## config.mk

```make
export PLATFORM = sky130hd
export DESIGN_NAME = nge_front
export DESIGN_NICKNAME = d
export VERILOG_FILES = /design/src/hw/rtl/next_greater_element_defines.svh /design/src/hw/rtl/nge_pkg.sv /design/src/hw/rtl/nge_front.sv
export SDC_FILE = /design/constraint.sdc
export NUM_CORES = 1
export LEC_CHECK = 0
export BUFFER_PORTS_ARGS = -buffer_cell sky130_fd_sc_hd__buf_4
export CAP_MARGIN = 20
export CORE_ASPECT_RATIO = 0.75
export CORE_MARGIN = 2
export CORE_UTILIZATION = 45
export CTS_CLUSTER_DIAMETER = 200
export DETAILED_ROUTE_END_ITERATION = 12
export PLACE_DENSITY = 0.73
export SYNTH_ARGS = -nofsm -noshare
export SYNTH_HDL_FRONTEND = slang
export SYNTH_SLANG_ARGS = --single-unit
export TNS_END_PERCENT = 100
```

## constraint.sdc

```tcl
create_clock -name clk -period 2.1 [get_ports clk]
set_clock_uncertainty 0.2 [all_clocks]
set_input_delay 0.105 -clock clk [delete_from_list [all_inputs] [get_ports clk]]
set_output_delay 0.105 -clock clk [all_outputs]
set_load 0.02 [all_outputs]
```

## src/hw/rtl/next_greater_element_defines.svh

```systemverilog
// assertion macros for the next greater element block
// used by next_greater_element.sv; expects clk and rst_n in scope
`ifndef NEXT_GREATER_ELEMENT_DEFINES_SVH
`define NEXT_GREATER_ELEMENT_DEFINES_SVH

// same-cycle implication, checked outside reset
`define NGE_ASSERT_NOW(lbl, ante, cons, msg) \
  lbl: assert property (@(posedge clk) disable iff (!rst_n) (ante) |-> (cons)) \
    else $error(msg);

// next-cycle implication, checked outside reset
`define NGE_ASSERT_NEXT(lbl, ante, cons, msg) \
  lbl: assert property (@(posedge clk) disable iff (!rst_n) (ante) |=> (cons)) \
    else $error(msg);

`endif

```

## src/hw/rtl/nge_pkg.sv

```systemverilog
// shared types and constants for the next greater element block
// no dependencies
package nge_pkg;

  localparam int unsigned NGE_STACK_DEPTH = 1024;
  localparam int unsigned NGE_DATA_W      = 32;

  // value reported when no greater element exists
  localparam logic [NGE_DATA_W-1:0] NGE_NONE_VALUE = '1;

  // one request as held in the front queue
  typedef struct packed {
    logic                  start_req;
    logic [NGE_DATA_W-1:0] value;
  } nge_item_t;

  // one result
  typedef struct packed {
    logic                  overflow;
    logic                  has_greater;
    logic [NGE_DATA_W-1:0] greater_value;
  } nge_result_t;

  // front queue status
  typedef struct packed {
    logic q_full;
    logic q_empty;
  } nge_qstat_t;

  // stack engine status
  typedef struct packed {
    logic busy;
    logic stack_empty;
    logic stack_full;
  } nge_bstat_t;

endpackage

```

## src/hw/rtl/nge_front.sv

```systemverilog
// front end: accepts requests into a two-entry queue
// depends on nge_pkg
module nge_front
  import nge_pkg::*;
(
  input  logic       clk,
  input  logic       rst_n,
  input  logic       in_valid,
  output logic       in_ready,
  input  nge_item_t  in_item,
  output logic       q_valid,
  input  logic       q_ready,
  output nge_item_t  q_item,
  output nge_qstat_t q_stat
);

  nge_item_t  q_mem_r [2];
  logic       wr_ptr_r;
  logic       rd_ptr_r;
  logic [1:0] fill_r;
  logic       push;
  logic       pop;

  assign in_ready = (fill_r != 2'd2);
  assign q_valid  = (fill_r != 2'd0);
  assign q_item   = q_mem_r[rd_ptr_r];
  assign push     = in_valid && in_ready;
  assign pop      = q_valid && q_ready;

  assign q_stat.q_full  = (fill_r == 2'd2);
  assign q_stat.q_empty = (fill_r == 2'd0);

  // queue storage
  always_ff @(posedge clk) begin
    if (push) begin
      q_mem_r[wr_ptr_r] <= in_item;
    end
  end

  // pointers and fill level
  always_ff @(posedge clk) begin
    if (!rst_n) begin
      wr_ptr_r <= 1'b0;
      rd_ptr_r <= 1'b0;
      fill_r   <= 2'd0;
    end else begin
      if (push) begin
        wr_ptr_r <= ~wr_ptr_r;
      end
      if (pop) begin
        rd_ptr_r <= ~rd_ptr_r;
      end
      case ({push, pop})
        2'b10:   fill_r <= fill_r + 2'd1;
        2'b01:   fill_r <= fill_r - 2'd1;
        default: fill_r <= fill_r;
      endcase
    end
  end

endmodule

```

Yosys cells after proc, flatten, opt, wreduce, memory -nomap -nowiden
Memory sizes are Yosys's and may differ from the RTL's. A register that Yosys moved wholly into a read port is not among the register bits.
Cells that the tools add are included.
{ "totals": {"ff_bits": 4, "ram_bits": 66, "in_bits": 37, "out_inout_bits": 37, "wordCells": 22, "mem_count": 1} }
{ "memory_table": {"columns": ["memory", "words", "word_bits", "read_ports", "rd_ports_with_merged_regs", "write_ports", "line_no", "text"], "rows": [
  ["q_mem_r", 2, 33, 1, 1, 1, "nge_front.sv:17", "nge_item_t q_mem_r [2];"]
]} }
{ "classes": {"n_addsub": 2, "eq_ne": 4, "muxes": 5, "bitwise_logic": 2, "n_reduce_logical": 5} }
{ "op_table": {"columns": ["cell", "count"], "rows": [
  ["$eq A2 B2 Y1 const B", 2],
  ["$mux W1", 4],
  ["$pmux W2 S2", 1],
  ["$reduce_bool A2 Y1", 2],
  ["$add A2 B1 Y2 const B", 1],
  ["$eq A2 B1 Y1 const B", 1],
  ["$logic_and A1 B1 Y1", 2],
  ["$logic_not A2 Y1", 1],
  ["$ne A2 B2 Y1 const B", 1],
  ["$not A1 Y1", 2],
  ["$sub A2 B1 Y2 const B", 1]
]} }

Longest topological paths before layout
{ "logic_depth": {"ltp_word": 4, "depth_mapped": 6} }

Worst setup path after synthesis
No wires, ideal clock.
{ "synth_timing": {"path_type": "register -> register", "from": "register fill_r[0]", "to": "memory q_mem_r[0][0] in the netlist's numbering (enable)", "setup_time_ns": 0.388, "arrival_ns": 1.655, "t_required_ns": 1.512, "path_slack_ns": -0.142, "stages_incl_launch_ff": 5, "n_path_buf": 0, "cell_sequence": "dfxtp_1 > nand2b_4 > inv_2 > or3_1 > inv_1"} }
{ "synth_between": {"elab_chain_cells": 4} }
{ "synth_lines": {"columns": ["element", "line_no", "text"], "rows": [
  ["start, declared", "nge_front.sv:20", "logic [1:0] fill_r;"],
  ["start signal, assigned", "nge_front.sv:54", "2'b10: fill_r <= fill_r + 2'd1;"],
  ["start signal, assigned", "nge_front.sv:55", "2'b01: fill_r <= fill_r - 2'd1;"],
  ["start signal, assigned", "nge_front.sv:56", "default: fill_r <= fill_r;"],
  ["$ne A2 B2 Y1", "nge_front.sv:24", "assign in_ready = (fill_r != 2'd2);"],
  ["net in_ready", "nge_front.sv:9", "output logic in_ready,"],
  ["$logic_and A1 B1 Y1", "nge_front.sv:27", "assign push = in_valid && in_ready;"],
  ["$mux W1", "nge_front.sv:35", "if (push) begin"],
  ["$mux W1 (not written as such)", "nge_front.sv:36", "q_mem_r[wr_ptr_r] <= in_item;"],
  ["end, declared", "nge_front.sv:17", null]
]} }
The timed path passes the listed nets, and every way through them passes these cells.

==> flow_summary.toml <==
[power]
netSwitchingFraction_pct = 30.6
share_of_power_burned_in_combinational_logic_pct = 35.7
max-vdd-ir-drop_uv = 820
power.internal_uw = 3110
power_switching_uw = 1370
power_frac_seq_pct = 41.5
share_of_power_burned_in_the_clock_network_pct = 22.8
power.static_leakage_uw = 0.00147
pwr_density_cell_mw_per_mm2 = 1160

[die]
floorplan.rows = 24
die_x_um = 92.1
core_area_mm2 = 0.00571
number_of_primary_i_o_pins = 74
floorplan.initialDensity_pct = 45.9
chipHeight_um = 70.1
fp.dieArea_mm2 = 0.00646

[setup_path]
critical_path_peak_fanout = 25
timing.reg2reg.setup_slack_ns = 0.26
worst-r2r-cell-count = 5
cp_data_arrival_time_ns = 1.54
critical_r2r_capture = "q_mem_r[0][31]"
reg2reg_from = "fill_r[0]"
required_ns = 1.79
startpoint_type = "flop"
worstSetupPathType = "reg2out"
worst_setup_path_end_kind = "primary output"

[global_routing]
wire_length_of_the_first_global_routing_pass_mm = 7.67
grt_max_degree = 26
globalRouteOverflowTotal = 0
grt_use_total_pct = 16.2
first_global_vias = 1605
antenna_found_initial = 0

[layout]
antennaDiodeCount = 0
share_of_post_route_cells_with_drive_strength_above_1_pct = 51.6
final_core_util_pct = 67.4
layout.cell_area.non_filler_mm2 = 0.00385
fin_nets = 289
areaGrowthSynthToFinish_pct = 46.8
fillerInstances = 419
finish.cell_count_without_fillers = 334

[timing]
max_freq_ghz = 0.542
timing.final.crit_share_pct = 87.9
hold_viol_final = 0
totalNegativeSetupSlack_ns = 0
timing.max_slew.rel_slack_pct = 77.6
final_period_minus_worst_setup_slack_ns = 1.85
finalWorstSetupSlack_ns = 0.255
maxSlewViolCount = 0
worst-slew-pin-transition_ns = 0.336
grt_setup_unrepaired = "false"
timing.final.setup_violations = 0

[clocking]
cts-root-buf = "clkbuf_8"
post_cts_resize_count = 0
cts_tree = "built"
cts_buf_count = 9
post_cts_buffers = 0
clock_insertion_delay_worst_skew_ns = 0.33
cts.reportedPaths.clkPinSlew_ns = 0.07
cts.sinks = 71
htreeDepth = 3
cts.path.max_buffers = 2

[logic_synthesis]
synth.cell_area_mm2 = 0.00262
synthesized_netlist_cell_count = 130
synth.avg_cell_area_um2 = 20.2
synth.yosys.warnings = 0
portion_of_the_post_synthesis_area_used_by_sequential_elements_pct = 79.4
synth.ff_latch_count = 71
synthesis.nets = 168
synth.distinct_cells = 19

[placement]
post-dp-hpwl_mm = 3.10
pre_cts_ws_ns = 0.271
io_buffer_count = 73
globalplace.congestion = 0.789
place_area_mm2 = 0.00331
placed_instances = 283

[route]
avgRoutedWirePerCell_um = 14.5
detail-route-antenna-nets = 0
drt_pass1_iterations = 4
totalWireLength_mm = 4.84
routed-via-count = 1518
number_of_violations_reported_at_the_end_of_detailed_routing_iteration_0 = 61
drc = 0
ratio_of_routed_vias_to_standard_cells = 4.54

[worst_hold_path]
hold-path-endpoint = "rd_ptr_r"
min_from = "q_ready"
min-delay-path-class = "in2reg"
min_path_cells = 4

[flow_run]
max-cap-violations = 0

[run_status]
run_status = "completed"
==> layout by cell type, fill, tap and decap left out, types with 3 or more instances in the layout <==
cell / netlist / layout
clkinv_2: 0 / 3
mux2_2: 33 / 33
dlygate4sd3_1: 0 / 35
edfxtp_1: 66 / 66
dfxtp_1: 5 / 5
clkbuf_8: 0 / 9
xnor2_1: 3 / 3
clkinvlp_4: 0 / 3
buf_4: 0 / 78
==> critical path, cell delays in order, from the launching register on <==
cell	delay [ns]
dfxtp_1	0.33
buf_4	0.32
mux2_2	0.39
buf_4	0.16
==> state kept, by name, indices dropped and copies added (netlist names), named ones only <==
signal,flops
rd_ptr_r,1
q_mem_r,66
fill_r,2
wr_ptr_r,1
==> cell families after synthesis <==
group                      synth area share, %
AOI/OAI and AO/OA                         1.24
and+or+nand+nor                           2.39
xor gates and xnor gates                  1.00
muxes                                     14.2
buffers and inverters                     1.29
adders and majority gates                0.477
DFF                                       79.4
==> synthesized netlist by cell type <==
master    count  area (um2)
ha_1          1        12.5
buf_2         3        15.0
a21boi_1      2        15.0
nand2b_4      1        13.8
and2_1        1        6.26
or2_2         1        6.26
nor2b_1       2        12.5
xnor2_1       3        26.3
edfxtp_1     66        1980
o21ai_0       2        10.0
and3_2        1        7.51
or3_1         2        12.5
mux2_2       33         372
o21a_1        1        7.51
nand2_1       1        3.75
clkbuf_1      1        3.75
inv_2         1        3.75
inv_1         3        11.3
dfxtp_1       5         100
==> area by class of cell <==
cell class / instances / area [um2] / share of cell area, %
Clock buffer: 9 / 124 / 3.22
Clock inverter: 7 / 63.8 / 1.66
Inverter: 4 / 18.8 / 0.488
Multi-Input combinational cell: 51 / 505 / 13.1
Sequential cell: 71 / 2080 / 54.1
Tap cell: 78 / 97.6 / 2.54
Timing Repair Buffer: 114 / 956 / 24.8
==> through the flow <==
stage	total power [uW]	hold WS, ns
2_1_floorplan	2820	0.00387
3_3_place_gp	3420	0.0907
3_5_place_dp	3450	0.0936
4_1_cts	4530	0.00534
5_1_grt	4670	0.0391
6_report	4470	0.0257
==> worst max-delay path by stage <==
stage	endpoint	from	slack, ns
floorplan	q_mem_r[0][0]	fill_r[0]	0.13
finish	q_item[24]	flop	0.25
detailed placement	q_mem_r[0][5]	fill_r[0]	0.27
CTS	q_item[9]	flop	0.21
global route	q_mem_r[0][31]	fill_r[0]	0.15
global placement	q_mem_r[0][5]	fill_r[0]	0.30
==> power by group through the flow <==
stage                     clock network [uW]  logic (uW)  registers, uW
after CTS                               1050        1620           1860
after detailed placement                   0        1560           1890
after floorplan                            0         948           1870
after global routing                    1100        1700           1880
final                                   1020        1600           1860
after global placement                     0        1550           1880
==> repair_timing <==
action                                 CTS  global route
setup endpoints to repair                0             0
hold buffers                            35             0
endpoints found under the hold margin   71             0
==> metal layers <==
metal  track usage (%)  wire length (um)
met5                 0                 0
met4              6.80                34
met3              7.12               234
met2              27.0              2540
met1              18.1              2030
(Power assumes the default switching activity.)
